===== src/design/dol_sat_pkg.sv =====
// ----------------------------------------------------------------------------
// dol_sat_pkg
// Shared types and constants for the section address translator.
// ----------------------------------------------------------------------------
package dol_sat_pkg;

  // Field widths
  localparam int unsigned WORD_W  = 32;
  localparam int unsigned IDX_W   = 6;
  localparam int unsigned CNT_W   = 5;
  localparam int unsigned ACT_W   = 2;

  // Header store geometry
  localparam int unsigned HDR_DEPTH = 64;

  // Action codes
  localparam logic [ACT_W-1:0] ACT_LOAD   = 2'd0;
  localparam logic [ACT_W-1:0] ACT_FINISH = 2'd1;
  localparam logic [ACT_W-1:0] ACT_XLATE  = 2'd2;

  // Slot layout: 7 text slots then 11 data slots. The data tables
  // (0x1C, 0x64, 0xAC) sit right after the text tables, so slot s maps
  // to word base + s for all 18 slots.
  localparam int unsigned TEXT_SLOTS = 7;
  localparam int unsigned DATA_SLOTS = 11;
  localparam int unsigned ALL_SLOTS  = TEXT_SLOTS + DATA_SLOTS;
  localparam logic [CNT_W-1:0] LAST_SLOT = CNT_W'(ALL_SLOTS - 1);

  localparam logic [IDX_W-1:0] OFF_WORD   = IDX_W'(32'h00 / 4);
  localparam logic [IDX_W-1:0] LOAD_WORD  = IDX_W'(32'h48 / 4);
  localparam logic [IDX_W-1:0] SIZE_WORD  = IDX_W'(32'h90 / 4);
  localparam logic [IDX_W-1:0] BSSA_WORD  = IDX_W'(32'hD8 / 4);
  localparam logic [IDX_W-1:0] BSSL_WORD  = IDX_W'(32'hDC / 4);
  localparam logic [IDX_W-1:0] ENTRY_WORD = IDX_W'(32'hE0 / 4);

  // Full header length in bytes
  localparam int unsigned HDR_BYTES = 32'h100;

  // Capture select for header read data
  typedef enum logic [2:0] {
    CAP_NONE,
    CAP_OFF,
    CAP_LOAD,
    CAP_ENTRY,
    CAP_BSSA,
    CAP_BSSL
  } cap_e;

  // Controller -> datapath
  typedef struct packed {
    logic             hdr_wr;
    logic             hdr_rd;
    logic [IDX_W-1:0] hdr_addr;
    cap_e             cap;
    logic             res_zero;
    logic             clr_count;
    logic             keep_try;
    logic             res_fin;
    logic             map_rd;
    logic [CNT_W-1:0] map_idx;
    logic             hit_cap;
    logic             latch_addr;
    logic             push;
  } cmd_t;

  // Datapath -> controller
  typedef struct packed {
    logic [CNT_W-1:0] kept_count;
    logic             match;
    logic             out_busy;
  } status_t;

endpackage


===== src/design/dol_sat_datapath.sv =====
// ----------------------------------------------------------------------------
// dol_sat_datapath
// Header store, section map store, range compare and result registers.
// ----------------------------------------------------------------------------
module dol_sat_datapath #(
  parameter int unsigned MAX_SECTIONS = 18,
  parameter int unsigned HEADER_WORDS = 64
) (
  input  logic                             clk_i,
  input  logic                             rst_ni,
  input  logic [dol_sat_pkg::IDX_W-1:0]    word_index_i,
  input  logic [dol_sat_pkg::WORD_W-1:0]   word_value_i,
  input  logic [dol_sat_pkg::WORD_W-1:0]   address_i,
  input  dol_sat_pkg::cmd_t                cmd_i,
  output dol_sat_pkg::status_t             status_o,
  output logic                             out_valid_o,
  input  logic                             out_ready_i,
  output logic                             hit_o,
  output logic [dol_sat_pkg::WORD_W-1:0]   img_offset_o,
  output logic                             parse_ok_o,
  output logic [dol_sat_pkg::CNT_W-1:0]    sect_total_o,
  output logic [dol_sat_pkg::WORD_W-1:0]   start_pc_o,
  output logic [dol_sat_pkg::WORD_W-1:0]   bss_address_o,
  output logic [dol_sat_pkg::WORD_W-1:0]   bss_length_o
);
  import dol_sat_pkg::*;

  localparam int unsigned MapAw = (MAX_SECTIONS > 1) ? $clog2(MAX_SECTIONS) : 1;

  // Map entry: range [lo, hi) and offset delta (file offset - load)
  typedef struct packed {
    logic [WORD_W-1:0] lo;
    logic [WORD_W-1:0] hi;
    logic [WORD_W-1:0] delta;
  } map_ent_t;

  // ---- header store, zero until written ----
  logic [WORD_W-1:0]    hdr_mem [HDR_DEPTH];
  logic [HDR_DEPTH-1:0] hv_q;
  logic [WORD_W-1:0]    hdr_rd_q;
  logic                 hdr_rv_q;
  logic [WORD_W-1:0]    hdr_data;
  logic                 idx_ok;

  assign idx_ok   = {1'b0, word_index_i} < (IDX_W + 1)'(HEADER_WORDS);
  assign hdr_data = hdr_rv_q ? hdr_rd_q : '0;

  always_ff @(posedge clk_i) begin
    if (cmd_i.hdr_wr && idx_ok) begin
      hdr_mem[word_index_i] <= word_value_i;
    end
    if (cmd_i.hdr_rd) begin
      hdr_rd_q <= hdr_mem[cmd_i.hdr_addr];
    end
  end

  always_ff @(posedge clk_i or negedge rst_ni) begin
    if (!rst_ni) begin
      hv_q     <= '0;
      hdr_rv_q <= 1'b0;
    end else begin
      if (cmd_i.hdr_wr && idx_ok) begin
        hv_q[word_index_i] <= 1'b1;
      end
      if (cmd_i.hdr_rd) begin
        hdr_rv_q <= hv_q[cmd_i.hdr_addr];
      end
    end
  end

  // ---- map build ----
  logic [WORD_W-1:0] off_q, load_q;
  logic [CNT_W-1:0]  count_q;
  logic              keep;
  map_ent_t          map_mem [MAX_SECTIONS];
  map_ent_t          map_q;
  map_ent_t          wr_ent;

  // hdr_data holds the size word when keep_try is issued
  assign keep = cmd_i.keep_try && (hdr_data != '0) &&
                (count_q < CNT_W'(MAX_SECTIONS));

  always_comb begin
    wr_ent.lo    = load_q;
    wr_ent.hi    = load_q + hdr_data;
    wr_ent.delta = off_q - load_q;
  end

  always_ff @(posedge clk_i) begin
    if (keep) begin
      map_mem[count_q[MapAw-1:0]] <= wr_ent;
    end
    if (cmd_i.map_rd) begin
      map_q <= map_mem[cmd_i.map_idx[MapAw-1:0]];
    end
  end

  always_ff @(posedge clk_i or negedge rst_ni) begin
    if (!rst_ni) begin
      count_q <= '0;
    end else if (cmd_i.clr_count) begin
      count_q <= '0;
    end else if (keep) begin
      count_q <= count_q + CNT_W'(1);
    end
  end

  // ---- translate compare ----
  logic [WORD_W-1:0] addr_q;

  always_ff @(posedge clk_i) begin
    if (cmd_i.latch_addr) begin
      addr_q <= address_i;
    end
  end

  assign status_o.kept_count = count_q;
  assign status_o.match      = (addr_q >= map_q.lo) && (addr_q < map_q.hi);
  assign status_o.out_busy   = out_valid_o && !out_ready_i;

  // ---- working result ----
  logic              res_hit_q, res_ok_q;
  logic [WORD_W-1:0] res_off_q, res_entry_q, res_bssa_q, res_bssl_q;
  logic [CNT_W-1:0]  res_cnt_q;

  always_ff @(posedge clk_i) begin
    unique case (cmd_i.cap)
      CAP_NONE:  ;
      CAP_OFF:   off_q       <= hdr_data;
      CAP_LOAD:  load_q      <= hdr_data;
      CAP_ENTRY: res_entry_q <= hdr_data;
      CAP_BSSA:  res_bssa_q  <= hdr_data;
      CAP_BSSL:  res_bssl_q  <= hdr_data;
      default:   ;
    endcase
    if (cmd_i.res_zero) begin
      res_hit_q   <= 1'b0;
      res_off_q   <= '0;
      res_ok_q    <= 1'b0;
      res_cnt_q   <= '0;
      res_entry_q <= '0;
      res_bssa_q  <= '0;
      res_bssl_q  <= '0;
    end
    if (cmd_i.res_fin) begin
      res_ok_q  <= (count_q != '0);
      res_cnt_q <= count_q;
    end
    if (cmd_i.hit_cap) begin
      res_hit_q <= 1'b1;
      res_off_q <= addr_q + map_q.delta;
    end
  end

  // ---- output register ----
  always_ff @(posedge clk_i or negedge rst_ni) begin
    if (!rst_ni) begin
      out_valid_o <= 1'b0;
    end else if (cmd_i.push) begin
      out_valid_o <= 1'b1;
    end else if (out_ready_i) begin
      out_valid_o <= 1'b0;
    end
  end

  always_ff @(posedge clk_i) begin
    if (cmd_i.push) begin
      hit_o         <= res_hit_q;
      img_offset_o  <= res_off_q;
      parse_ok_o    <= res_ok_q;
      sect_total_o  <= res_cnt_q;
      start_pc_o    <= res_entry_q;
      bss_address_o <= res_bssa_q;
      bss_length_o  <= res_bssl_q;
    end
  end

endmodule


===== config.mk =====
export PLATFORM = sky130hd
export DESIGN_NAME = dol_sat_datapath
export DESIGN_NICKNAME = d
export VERILOG_FILES = /design/src/design/dol_sat_pkg.sv /design/src/design/dol_sat_datapath.sv
export SDC_FILE = /design/constraint.sdc
export NUM_CORES = 2
export LEC_CHECK = 0
export BUFFER_PORTS_ARGS = -buffer_cell sky130_fd_sc_hd__buf_2
export CORE_MARGIN = 1
export CORE_UTILIZATION = 50
export CTS_CLUSTER_DIAMETER = 120
export DETAILED_ROUTE_END_ITERATION = 7
export HOLD_SLACK_MARGIN = 0.15
export PLACE_DENSITY = 0.68
export SYNTH_ARGS = -nofsm -noshare
export SYNTH_HDL_FRONTEND = slang
export SYNTH_SLANG_ARGS = --single-unit
export TNS_END_PERCENT = 20

===== constraint.sdc =====
create_clock -name clk_i -period 8.7 [get_ports clk_i]
set_clock_uncertainty 0.2 [all_clocks]
set_input_delay 1.305 -clock clk_i [delete_from_list [all_inputs] [get_ports clk_i]]
set_output_delay 1.305 -clock clk_i [all_outputs]
set_load 0.005 [all_outputs]

* Word-level counts from Yosys, hierarchy flattened
Memory sizes are Yosys's and may differ from the RTL's. A register that Yosys moved wholly into a read port is not among the register bits.
Cells that the tools add are included.
** Word-level totals
- Memories :: 2
- Flip-flop bits (word level) :: 437
- RAM bits :: 3776
- Logic and storage cells :: 70
** Operators by class
- Add/sub/neg operators :: 4
- Mux-type cells :: 19
- Equality and inequality tests :: 5
- Bitwise gates (word level) :: 1
- Reduce and logical (&&, ||, !) cells :: 12
- $lt $le $gt $ge :: 6
** Memory list
- hdr_mem :: depth 64, bits a word 32, read ports 1, clocked after Yosys merged registers in 1, wr ports 1, line dol_sat_datapath.sv:38 : logic [WORD_W-1:0] hdr_mem [HDR_DEPTH];
- map_mem :: depth 18, bits a word 96, read ports 1, clocked after Yosys merged registers in 1, wr ports 1, line dol_sat_datapath.sv:75 : map_ent_t map_mem [MAX_SECTIONS];
** Operators by type and width (number)
- 32-bit 2-to-1 mux :: 3
- 32-bit adder :: 2
- 64-bit OR :: 1
- 32-bit >= comparator :: 1
- 32-bit less-than comparator :: 1
- 32-bit nonzero test :: 1
- 32-bit subtractor :: 1
- 5-bit 2-to-1 mux :: 4
- 6-bit by 7-bit less-than comparator with 1-bit output, second input constant :: 2
- 1-bit 2-to-1 mux :: 10
- 2-bit nonzero test :: 4
- 1-bit binary-select mux with 6-bit select :: 1
- 1-bit demux with 6-bit select :: 1
- 3-bit by 2-bit == test with 1-bit output, second input constant :: 2
- 3-bit == test, second input constant :: 2
- 6-bit by 1-bit >= comparator with 1-bit output, second input constant :: 1
- 5-bit by 1-bit adder with 5-bit output, second input constant :: 1
- 1-bit logical AND :: 5
- 5-bit less-than comparator, second input constant :: 1
- 5-bit nonzero test :: 1
- 3-bit by 1-bit == test with 1-bit output, second input constant :: 1
- 1-bit logical NOT :: 1

* Longest topological paths before layout
- Depth after elaboration :: 6
- Mapped depth :: 14

* Worst setup path after synthesis
Ideal clock, no wire load.
- Path kind :: input to register
- From :: input port cmd_i[10] in the netlist's numbering
- To :: memory map_mem[15][0] in the netlist's numbering, enable pin
- Arrival time :: 5.939 ns
- Buffers on the path :: 1
- Required time :: 7.947 ns
- Stages on the path :: 4
- Path slack :: 2.008 ns
- Path through :: o2111a_1 > clkbuf_1 > nand2_1 > nor2_1
** Between the ends
- Longest elaborated chain between the ends :: 4
** Ends and longest elaborated chain
- start: declaration :: line dol_sat_datapath.sv:14 : input dol_sat_pkg::cmd_t cmd_i,
- 1-bit logical AND (2 in series) :: line dol_sat_datapath.sv:80 : assign keep = cmd_i.keep_try && (hdr_data != '0) &&
- 1-bit 2-to-1 mux :: line dol_sat_datapath.sv:90 : if (keep) begin
- 1-bit 2-to-1 mux (not written as such) :: line dol_sat_datapath.sv:91 : map_mem[count_q[MapAw-1:0]] <= wr_ent;
- end: declaration :: line dol_sat_datapath.sv:75
No other way between the ends.

==> impl_metrics.toml <==
[timing]
max_freq_mhz = 169
grt_setup_unrepaired = "no"
holdWs_ns = 0.220
relSlewSlack_pct = 7.93
tightest_slew_ns = 1.37
post-route-period-util_pct = 67.8
post-route-min-period_ns = 5.90
timing.setup.tns_ns = 0
setup_viol = 0
final-max-slew-violation-count = 0
finalHoldViolCount = 0

[yosys]
synth.distinct_cells = 76
async_reset_ff_share_pct = 1.64
yosysWarnings = 0
syn_nets = 7933
synth_top_flop_cell = "edfxtp_1"
avgSynthCellArea_um2 = 21.9
synth_area_mm2 = 0.168
ys_ff_latch = 4341
syn_inst = 7674
synth-seq-area-share_pct = 76.8
synth_edf_count = 4173

[grt]
grt_max_degree = 154
grt-ovfl-total = 0
grt_pass1_wl_um = 605000
antenna_found_initial = 31
grt_usage_pct = 25.2
grt_pass1_vias = 82600

[finish]
nFillCells = 23900
layout_commonest_cell = "edfxtp_1"
areaGrowthSynthToFinish_pct = 12.8
drive_gt1_share_pct = 27.9
final_cell_mix = "4,173 x edfxtp_1, 1,160 x mux4_2, 432 x clkbuf_16, 302 x a21oi_1, 256 x nand2_1"
nNetsFinal = 8427
instances_no_fill = 12900

[die]
rows = 212
start_util_pct = 50.3
core_mm2 = 0.334
dieArea_mm2 = 0.338
io_pins = 240
die_h_um = 582
die_width_um = 582

[setup_path]
worst_ep_required_time_ns = 7.19
crit_path_start_kind = "flop"
cp_max_fo = 3
critPathCaptureType = "output port"
setup.worst_path.class = "reg -> out"
crit_arrival_ns = 4.40

[job]
drv_cap = 0

[clocking]
clk_pin_slew_ns = 0.06
cts_root_buffer = "clkbuf_16"
cts_hold_buf = 0
cts_made_buffers = 423
cts_setup_buffers = 0
cts.sinks = 4341
cts_tree = "built"
cts_max_path_buffers = 4
ctsHtreeMaxLevel = 5
ctsResizeCount = 0
clk_latency_ns = 0.99

[power_and_ir_drop]
power_density_mw_per_mm2 = 237
p_leak_uw = 0.0615
peakVddDrop_mv = 0.221

[routing]
ant_nets = 0
viasPerCell = 6.29
post_drt_wl_per_cell_um = 33.0
post-route-drc-count = 0
dr.pass1.iters = 6
drtIter0Drc = 9598
via_count = 81400
drt-total-wl_um = 427000

[outcome]
status = "finished, final reports clean"

[placement]
dpl.cell_count = 12100
dp_hpwl_um = 228000
port_buffers = 239
place.gp.congestion = 0.867

[worst_hold_path]
hp-class = "reg -> reg"
-- layout make-up --
type                    count  area, µm²  area share, %
repair buffers            429       3050           1.61
clock inverters           251       2410           1.27
well taps                4387       5490           2.89
multi-input cells        2857      37800           20.0
flip-flops and latches   4341     129000           68.0
clock buffers             535      11300           5.98
diodes                      9       22.5         0.0119
inverters                 116        435          0.230
-- registers in the layout, indices dropped and copies added (netlist names), 64 cells and up --
signal,count
map_q,96
hdr_mem,2048
map_mem,1728
hv_q,64
-- worst paths after layout --
check	from	end	slack, ns	cells after the start
worst max-delay path	addr_q[0]	status_o[1]	2.80	13
worst min-delay path	res_off_q[13]	img_offset_o[13]	0.22	0
max in group asynchronous	rst_ni	hv_q[8]	7.36	1
worst min register to register	res_off_q[13]	img_offset_o[13]	0.22	0
worst max register to register	hdr_rv_q	map_mem[17][62]	3.25	11
min in group asynchronous	rst_ni	hv_q[53]	0.30	1
-- synthesized netlist by cell type, types with 11 or more instances --
library cell     n  area [µm²]
or2_2           70         438
edfxtp_1      4173      125000
inv_1          116         435
mux4_2        1160       26100
clkbuf_1       236         886
mux2i_1        110        1100
and3_1          15        93.8
nor2_1         243         912
o21a_1          11        82.6
a21oi_1        303        1520
nor2b_1         27         169
and2_1          72         450
ha_1           160        2000
xor2_1          34         298
nand2_1        256         961
nand3_1         17        85.1
a211oi_1        25         188
o21ai_0         44         220
o211ai_1        11        82.6
dfrtp_1         71        1780
a21o_1          75         563
buf_1           38         143
buf_2           82         410
a31oi_1         18         113
xnor2_1         55         482
nand4_1         22         138
dfxtp_1         97        1940
-- cell families after synthesis --
kind of cell	count (synthesis)	synth area share (%)
buffers and inverters	476	1.14
adders and majority gates	162	1.22
AOI/OAI and AO/OA	553	2.00
DFF	4341	76.8
and+or+nand+nor	782	2.19
xor gates and xnor gates	89	0.464
muxes	1271	16.2
-- stage by stage --
stage	total power, µW	util, %	worst slack (ns)	area [µm²]
after global routing	46100	56.8	2.64	190000
after detailed placement	27200	52.7	3.47	176000
final	45000	56.8	2.80	190000
after floorplan	25800	-	2.01	168000
after CTS	45200	56.8	2.78	190000
after global placement	27100	52.7	3.52	176000
-- metal layers --
layer	GRT usage (%)	vias up	part of all wire (%)
met5	0	-	0.019
met4	9.74	12	4.3
met3	3.86	863	8.3
met2	42.1	4040	50
met1	33.6	43500	37
li1	-	32900	-
-- worst max-delay path, cell delays in order (launching register included) --
cell and delay [ns]:
edfxtp_1 0.76, inv_1 0.10, ha_1 0.28, nand2b_1 0.14
a21o_1 0.20, a21o_1 0.18, a21oi_1 0.22, o211ai_1 0.13
a31oi_1 0.23, o211ai_1 0.18, a2111oi_0 0.56, a2111oi_0 0.17
buf_4 0.19, buf_2 0.12
-- report_power, final --
| group | internal [µW] | total, µW | switching [µW] |
|---|---|---|---|
| Combinational | 1100 | 2940 | 1840 |
| Sequential | 23600 | 23800 | 241 |
| Clock | 10400 | 18200 | 7820 |
Note: power is estimated with default switching activity, not from simulation.
