$ cat config.mk
export PLATFORM = sky130hd
export DESIGN_NAME = dol_sat_ctrl
export DESIGN_NICKNAME = d
export VERILOG_FILES = /design/src/design/dol_sat_pkg.sv /design/src/design/dol_sat_ctrl.sv
export SDC_FILE = /design/constraint.sdc
export NUM_CORES = 1
export LEC_CHECK = 0
export BUFFER_PORTS_ARGS = -buffer_cell sky130_fd_sc_hd__buf_2
export CAP_MARGIN = 25
export CORE_MARGIN = 1.5
export CORE_UTILIZATION = 43
export DETAILED_ROUTE_END_ITERATION = 8
export PLACE_DENSITY_LB_ADDON = 0.15
export SLEW_MARGIN = 20
export SYNTH_ARGS = -nofsm -noshare
export SYNTH_HDL_FRONTEND = slang
export SYNTH_SLANG_ARGS = --single-unit
export TNS_END_PERCENT = 100
$ cat constraint.sdc
create_clock -name clk_i -period 2 [get_ports clk_i]
set_input_delay 0.3 -clock clk_i [delete_from_list [all_inputs] [get_ports clk_i]]
set_output_delay 0.3 -clock clk_i [all_outputs]
set_load 0.005 [all_outputs]
$ cat src/design/dol_sat_pkg.sv
// ----------------------------------------------------------------------------
// dol_sat_pkg
// Shared types and constants for the section address translator.
// ----------------------------------------------------------------------------
package dol_sat_pkg;

  // Field widths
  localparam int unsigned WORD_W  = 32;
  localparam int unsigned IDX_W   = 6;
  localparam int unsigned CNT_W   = 5;
  localparam int unsigned ACT_W   = 2;

  // Header store geometry
  localparam int unsigned HDR_DEPTH = 64;

  // Action codes
  localparam logic [ACT_W-1:0] ACT_LOAD   = 2'd0;
  localparam logic [ACT_W-1:0] ACT_FINISH = 2'd1;
  localparam logic [ACT_W-1:0] ACT_XLATE  = 2'd2;

  // Slot layout: 7 text slots then 11 data slots. The data tables
  // (0x1C, 0x64, 0xAC) sit right after the text tables, so slot s maps
  // to word base + s for all 18 slots.
  localparam int unsigned TEXT_SLOTS = 7;
  localparam int unsigned DATA_SLOTS = 11;
  localparam int unsigned ALL_SLOTS  = TEXT_SLOTS + DATA_SLOTS;
  localparam logic [CNT_W-1:0] LAST_SLOT = CNT_W'(ALL_SLOTS - 1);

  localparam logic [IDX_W-1:0] OFF_WORD   = IDX_W'(32'h00 / 4);
  localparam logic [IDX_W-1:0] LOAD_WORD  = IDX_W'(32'h48 / 4);
  localparam logic [IDX_W-1:0] SIZE_WORD  = IDX_W'(32'h90 / 4);
  localparam logic [IDX_W-1:0] BSSA_WORD  = IDX_W'(32'hD8 / 4);
  localparam logic [IDX_W-1:0] BSSL_WORD  = IDX_W'(32'hDC / 4);
  localparam logic [IDX_W-1:0] ENTRY_WORD = IDX_W'(32'hE0 / 4);

  // Full header length in bytes
  localparam int unsigned HDR_BYTES = 32'h100;

  // Capture select for header read data
  typedef enum logic [2:0] {
    CAP_NONE,
    CAP_OFF,
    CAP_LOAD,
    CAP_ENTRY,
    CAP_BSSA,
    CAP_BSSL
  } cap_e;

  // Controller -> datapath
  typedef struct packed {
    logic             hdr_wr;
    logic             hdr_rd;
    logic [IDX_W-1:0] hdr_addr;
    cap_e             cap;
    logic             res_zero;
    logic             clr_count;
    logic             keep_try;
    logic             res_fin;
    logic             map_rd;
    logic [CNT_W-1:0] map_idx;
    logic             hit_cap;
    logic             latch_addr;
    logic             push;
  } cmd_t;

  // Datapath -> controller
  typedef struct packed {
    logic [CNT_W-1:0] kept_count;
    logic             match;
    logic             out_busy;
  } status_t;

endpackage

$ cat src/design/dol_sat_ctrl.sv
// ----------------------------------------------------------------------------
// dol_sat_ctrl
// Sequencer: header loads, section map build, translate scan, result hand-off.
// ----------------------------------------------------------------------------
module dol_sat_ctrl #(
  parameter int unsigned HEADER_WORDS = 64
) (
  input  logic                            clk_i,
  input  logic                            rst_ni,
  input  logic                            in_valid_i,
  output logic                            in_ready_o,
  input  logic [dol_sat_pkg::ACT_W-1:0]   action_i,
  input  dol_sat_pkg::status_t            status_i,
  output dol_sat_pkg::cmd_t               cmd_o
);
  import dol_sat_pkg::*;

  localparam logic [2:0] ST_IDLE     = 3'd0;
  localparam logic [2:0] ST_FIN_SLOT = 3'd1;
  localparam logic [2:0] ST_FIN_HDR  = 3'd2;
  localparam logic [2:0] ST_TRANS    = 3'd3;
  localparam logic [2:0] ST_DONE     = 3'd4;

  // Header too short to hold the full layout: finish returns all zeros
  localparam bit ShortHdr = (HEADER_WORDS * 4) < HDR_BYTES;

  logic [2:0]       state_q, state_d;
  logic [1:0]       phase_q, phase_d;
  logic [CNT_W-1:0] slot_q, slot_d;
  logic [CNT_W-1:0] k_q, k_d;
  logic             chk_q, chk_d;

  always_comb begin
    state_d    = state_q;
    phase_d    = phase_q;
    slot_d     = slot_q;
    k_d        = k_q;
    chk_d      = chk_q;
    in_ready_o = 1'b0;
    cmd_o      = '0;
    cmd_o.cap  = CAP_NONE;

    unique case (state_q)
      ST_IDLE: begin
        in_ready_o = 1'b1;
        if (in_valid_i) begin
          unique case (action_i)
            ACT_LOAD: begin
              cmd_o.hdr_wr = 1'b1;
            end
            ACT_FINISH: begin
              cmd_o.res_zero = 1'b1;
              if (ShortHdr) begin
                state_d = ST_DONE;
              end else begin
                cmd_o.clr_count = 1'b1;
                slot_d  = '0;
                phase_d = '0;
                state_d = ST_FIN_SLOT;
              end
            end
            ACT_XLATE: begin
              cmd_o.res_zero   = 1'b1;
              cmd_o.latch_addr = 1'b1;
              k_d     = '0;
              chk_d   = 1'b0;
              state_d = ST_TRANS;
            end
            default: ;
          endcase
        end
      end

      ST_FIN_SLOT: begin
        phase_d = phase_q + 2'd1;
        unique case (phase_q)
          2'd0: begin
            cmd_o.hdr_rd   = 1'b1;
            cmd_o.hdr_addr = OFF_WORD + {1'b0, slot_q};
          end
          2'd1: begin
            cmd_o.cap      = CAP_OFF;
            cmd_o.hdr_rd   = 1'b1;
            cmd_o.hdr_addr = LOAD_WORD + {1'b0, slot_q};
          end
          2'd2: begin
            cmd_o.cap      = CAP_LOAD;
            cmd_o.hdr_rd   = 1'b1;
            cmd_o.hdr_addr = SIZE_WORD + {1'b0, slot_q};
          end
          default: begin
            // size word is on the read port now
            cmd_o.keep_try = 1'b1;
            if (slot_q == LAST_SLOT) begin
              state_d = ST_FIN_HDR;
            end else begin
              slot_d = slot_q + CNT_W'(1);
            end
          end
        endcase
      end

      ST_FIN_HDR: begin
        phase_d = phase_q + 2'd1;
        unique case (phase_q)
          2'd0: begin
            cmd_o.hdr_rd   = 1'b1;
            cmd_o.hdr_addr = ENTRY_WORD;
          end
          2'd1: begin
            cmd_o.cap      = CAP_ENTRY;
            cmd_o.hdr_rd   = 1'b1;
            cmd_o.hdr_addr = BSSA_WORD;
          end
          2'd2: begin
            cmd_o.cap      = CAP_BSSA;
            cmd_o.hdr_rd   = 1'b1;
            cmd_o.hdr_addr = BSSL_WORD;
          end
          default: begin
            cmd_o.cap     = CAP_BSSL;
            cmd_o.res_fin = 1'b1;
            state_d       = ST_DONE;
          end
        endcase
      end

      ST_TRANS: begin
        // one map read issued per cycle, compared in the next cycle
        priority if (chk_q && status_i.match) begin
          cmd_o.hit_cap = 1'b1;
          chk_d   = 1'b0;
          state_d = ST_DONE;
        end else if (k_q < status_i.kept_count) begin
          cmd_o.map_rd  = 1'b1;
          cmd_o.map_idx = k_q;
          k_d   = k_q + CNT_W'(1);
          chk_d = 1'b1;
        end else begin
          chk_d   = 1'b0;
          state_d = ST_DONE;
        end
      end

      ST_DONE: begin
        if (!status_i.out_busy) begin
          cmd_o.push = 1'b1;
          state_d    = ST_IDLE;
        end
      end

      default: begin
        state_d = ST_IDLE;
      end
    endcase
  end

  always_ff @(posedge clk_i or negedge rst_ni) begin
    if (!rst_ni) begin
      state_q <= ST_IDLE;
      phase_q <= '0;
      slot_q  <= '0;
      k_q     <= '0;
      chk_q   <= 1'b0;
    end else begin
      state_q <= state_d;
      phase_q <= phase_d;
      slot_q  <= slot_d;
      k_q     <= k_d;
      chk_q   <= chk_d;
    end
  end

endmodule

======== After elaboration in Yosys (flattened, before gate mapping) ========
Index checks and enable logic that the tools add are counted.
W data, S select, Z words.
word-level totals
  register bits ........................... 16
  output and inout bits ................... 25
  input bits .............................. 12
operators by class
  multiplexer cells ....................... 52
  equal/unequal tests ..................... 21
  add/subtract/negate cells ............... 5
  reductions and logical operators ........ 15
  order comparisons ....................... 1
operators by type and width
  kind                   count
  $pmux W7 S3            2
  $mux W5                8
  $mux W3                7
  $pmux W10 S2           1
  $pmux W5 S2            2
  $mux W1                19
  $ne A2 B2 Y1 const B   8
  $pmux W3 S5            1
  $mux W6                2
  $add A5 B1 Y5 const B  2
  $reduce_and A5 Y1      2
  $pmux W3 S3            1
  $mux W2                4
  $pmux W2 S2            2
  $mux W7                1
  $reduce_and A7 Y1      1
  $add A5 B5 Y6 const A  1
  $add A6 B5 Y6 const A  1
  $eq A3 B2 Y1 const B   2
  $pmux W3 S2            1
  $reduce_and A3 Y1      2
  $reduce_bool A2 Y1     3
  $eq A5 B5 Y1 const B   1
  $lt A5 B5 Y1           1
  14 further kinds       19

======== Depth between registers and ports, before layout ========
  depth after elaboration ................. 5
  mapped depth ............................ 8
  gate-level depth less buffers ........... 7

======== Worst setup path before layout ========
No wires, ideal clock.
  path kind ............................... register -> output
  start ................................... register k_q[4]
  end ..................................... output port cmd_o[3] (netlist bit)
  data required time ...................... 1700 ps
  path buffers ............................ 1
  arrival ................................. 1547 ps
  slack ................................... 153 ps
  stages on the path, launching flop included .. 7
  cell sequence ........................... dfrtp_1 > ha_1 > a21oi_1 > nand4_2 > a31oi_4 > buf_4 > and2_1
RTL lines
  what                      line                 source
  start: declaration        dol_sat_ctrl.sv:30   logic [CNT_W-1:0] k_q, k_d;
  start signal: assignment  dol_sat_ctrl.sv:169  k_q <= k_d;
  end: declaration          dol_sat_ctrl.sv:14   output dol_sat_pkg::cmd_t cmd_o

==> impl.org <==
** Synthesis
- Most instantiated flip-flop cell in the synthesis netlist :: sky130_fd_sc_hd__dfrtp_1
- Summing every instance area after synthesis gives 1490 µm².
- The synthesized design contains 0 enable-type register cells.
- The synthesized design contains 16 register bits.
- Each instance of the synthesized netlist takes up on average 8.84 µm².
- In the synthesized netlist the async set-or-reset flop fraction comes to 100%.
- Number of standard cells after synthesis :: 169
- Yosys warning total :: 0
- After synthesis, flip-flops and latches occupy 26.8% of the total area.
- Syn_nets :: 199
- Distinct cell type count of the synthesized netlist :: 43

** Die
- Row generation in the floorplan step produced 21 rows.
- Number of placed I/O pins :: 37
- Horizontal die dimension :: 61.9 µm
- From bottom edge to top edge, the die measures 61.9 µm.
- Initial core utilization :: 44.8%
- Core ar. :: 3340 µm²
- DIE AREA :: 3840 µm²

** STA
- For the pin with the worst max-slew slack, the measured transition is 366 ps.
- Setup violations remaining at the end of the flow were counted as 0.
- Post-route clock period utilization :: 99.8%
- Setup repair after global routing could not meet its margin everywhere.
- For this run, the top clock speed supported by timing is 501 MHz.
- The worst pin sits at a relative slew slack of 75.6%.
- Between clock sinks in the finished design, the worst skew comes to 15.2 ps.
- Post-route worst hold slack :: 274 ps
- Final Hold Fails :: 0
- The final-report max-slew violation count was 0.
- Clock period minus final worst setup slack :: 2000 ps

** Pwr
- For this design the static power due to leakage is 1.04 nW.
- Worst VDD drop :: 784 µV
- Power Density :: 1360 nW/µm²
- Design Power :: 2.84 mW

** Drt
- Average wire per cell in the routed design :: 13.7 µm
- Summed over all layers, the routed wires come to 3810 µm.
- In the routed design, unresolved DRC markers number 0.
- Antenna Nets Post-Route :: 0
- First-pass detailed-route iteration total :: 4
- Total vias in the final route :: 1423
- Number of design-rule violations left by the first detailed-router iteration :: 64
- Via-to-Cell Ratio :: 5.12

** CTS
- CTS built an H-tree with a depth of 1.
- # clock sinks :: 16
- Clk root buf :: sky130_fd_sc_hd__clkbuf_4
- After clock tree synthesis, the clock-pin slew on the worst setup and hold paths is 100 ps.
- Clock buffer count from CTS :: 3
- Clock latency on the worst-skew pair :: 290 ps
- TritonCTS built the clock tree.
- No sink is reached through more buffers than the 2 on the longest clock path.

** Global route
- Global routing finished with a remaining overflow of 0.
- For this run, the total global-route usage over all layers was measured as 20.4%.
- Number of global-route vias before repair :: 1260
- Initial antenna violation count :: 0
- Global-route wire length before repair :: 5800 µm
- Maximum number of pins on one net before global-route repair :: 17

** Worst setup path
- The worst setup path is captured at an output pin.
- For this run, the slowest stage of the critical path takes 420 ps.
- STA classifies the critical path startpoint as a flip-flop.
- Category of the most critical setup path :: flip-flop to output pin
- For the worst setup path, the data arrival time is 1700 ps.
- The most numerous cell type found on the critical path is sky130_fd_sc_hd__o21ai_0.
- The slowest stage of the critical path is the sky130_fd_sc_hd__dfrtp_2 cell.
- The kind of cell with the highest combined delay along the critical path is flip-flops.
- Data on the critical path is required at its endpoint by 1700 ps.
- The critical path goes through inv_2 -> buf_4 -> ha_2 -> or3_1 -> o21ai_0 -> o21ai_0 -> buf_2.
- Worst Path Buf+Inv :: 3
- Of all nets on the critical path, the largest fanout is 4.

** Final layout
- The sequential cells in the finished layout cover a total of 410 µm².
- The repair_antennas step left the layout with diodes totalling 0.
- Total of fill cells in the finished design :: 310
- Cell area after layout :: 2090 µm²
- Number of nets in the layout :: 264
- Syn-to-layout area delta :: 39.8%
- Area occupied by multi-input gates :: 1110 µm²
- Cells with a size suffix above 1 make up 47.0% of the layout.

** Worst hold path
- In this run the worst hold path is classified as primary input to flip-flop.

** Placed design
- Cell area after placement :: 1740 µm²
- Half-perimeter wire length of the detailed placement result :: 2620 µm
- Port Buf Inserts :: 36
- Routability Congestion :: 0.852

** Outcome
- The flow ran to the end, and the final reports show no timing, DRC or antenna violations.

** Job
- Number of violations of the max-capacitance limit :: 0
area by class of cell:
| cell class | count | share of cell area [%] |
|---|---|---|
| well taps | 46 | 2.76 |
| repair buffers | 68 | 20.4 |
| multi-input cells | 129 | 53.2 |
| flip-flops and latches | 16 | 19.7 |
| inverters | 16 | 2.88 |
| clock buffers | 3 | 1.08 |
worst reg2reg max path, delay by kind of cell, from the launching register on:
kind,cells,cell delay [ps]
buf+inv,2,300
compound gates,1,380
simple gates,1,320
flops,1,500
mux,1,330
synthesized netlist by cell type, types with 3 or more instances:
master / count / area (µm²)
sky130_fd_sc_hd__o21ai_0: 8 / 40.0
sky130_fd_sc_hd__nand2b_1: 6 / 37.5
sky130_fd_sc_hd__nand3_1: 4 / 20.0
sky130_fd_sc_hd__nand2_1: 16 / 60.1
sky130_fd_sc_hd__nor2_1: 11 / 41.3
sky130_fd_sc_hd__xnor2_1: 3 / 26.3
sky130_fd_sc_hd__nor3_1: 3 / 15.0
sky130_fd_sc_hd__buf_4: 4 / 30.0
sky130_fd_sc_hd__inv_1: 16 / 60.1
sky130_fd_sc_hd__o21a_1: 3 / 22.5
sky130_fd_sc_hd__mux2i_1: 5 / 50.1
sky130_fd_sc_hd__ha_1: 18 / 225
sky130_fd_sc_hd__and2_1: 11 / 68.8
sky130_fd_sc_hd__dfrtp_1: 16 / 400
sky130_fd_sc_hd__a21oi_1: 8 / 40.0
sequential cells by signal, summed over array words and instances, names as in the netlist:
signal and count:
k_q 5, slot_q 5, state_q 3, phase_q 2, chk_q 1
per-stage QoR:
| step | util, % | worst slack [ps] | setup TNS, ps | std cells |
|---|---|---|---|---|
| 6_report | 62.6 | 3.23 | 0 | 278 |
| 5_1_grt | 62.6 | -104 | -864 | 278 |
| 4_1_cts | 57.4 | -11.0 | -11.0 | 265 |
| 3_5_place_dp | 52.1 | 38.1 | 0 | 252 |
| 3_3_place_gp | 52.1 | 124 | 0 | 252 |
| 2_1_floorplan | - | 153 | 0 | 169 |
power by group:
part | switching [mW] | internal, mW
clock | 0.0968 | 0.0699
sequential | 0.222 | 0.463
combinational | 0.930 | 1.06
total | 1.25 | 1.59
cell usage in the layout (no fill, tap or decap), types with 6 or more instances in the layout:
cell and count:
sky130_fd_sc_hd__buf_2 36, sky130_fd_sc_hd__buf_4 30, sky130_fd_sc_hd__nand2_1 15, sky130_fd_sc_hd__inv_1 13, sky130_fd_sc_hd__nor2_1 11, sky130_fd_sc_hd__ha_1 11, sky130_fd_sc_hd__and2_1 10, sky130_fd_sc_hd__dfrtp_1 8
sky130_fd_sc_hd__dfrtp_2 8, sky130_fd_sc_hd__ha_4 6
path summary, 6_finish.rpt:
| kind | startpoint | to | slack [ps] | cells past startpoint |
|---|---|---|---|---|
| worst max-delay path | phase_q[0] | cmd_o[17] | 3 | 7 |
| worst min-delay path | status_i[0] | state_q[2] | 270 | 2 |
| worst max register to register | state_q[2] | state_q[0] | 70 | 5 |
| worst min register to register | chk_q | chk_q | 530 | 1 |
| max in group asynchronous | rst_ni | slot_q[2] | 1250 | 2 |
| min in group asynchronous | rst_ni | state_q[2] | 450 | 2 |
metal layers:
metal	track usage, %	vias to the layer above	wire (µm)
li1	-	705	-
met1	25.7	687	1620
met2	34.7	27	2020
met3	4.76	4	121
met4	6.08	0	44
met5	0	-	0
cells by family after synthesis:
kind of cell / Yosys count / synth area share (%)
AO/OA/AOI/OAI: 33 / 15.3
flip-flops: 16 / 26.8
buffers and inverters: 24 / 8.12
XOR/XNOR: 5 / 2.93
adder cells (fa/ha/maj): 18 / 15.1
multiplexers: 7 / 5.11
AND/OR/NAND/NOR: 66 / 26.6
timing repair:
action	CTS	global route
endpoints found under the setup margin	15	16
endpoints found under the hold margin	16	0
pin swaps	8	12
setup buffers	9	13
resized for setup	17	22
hold buffers	1	0
No activity file was read; power rests on OpenSTA's default activity.
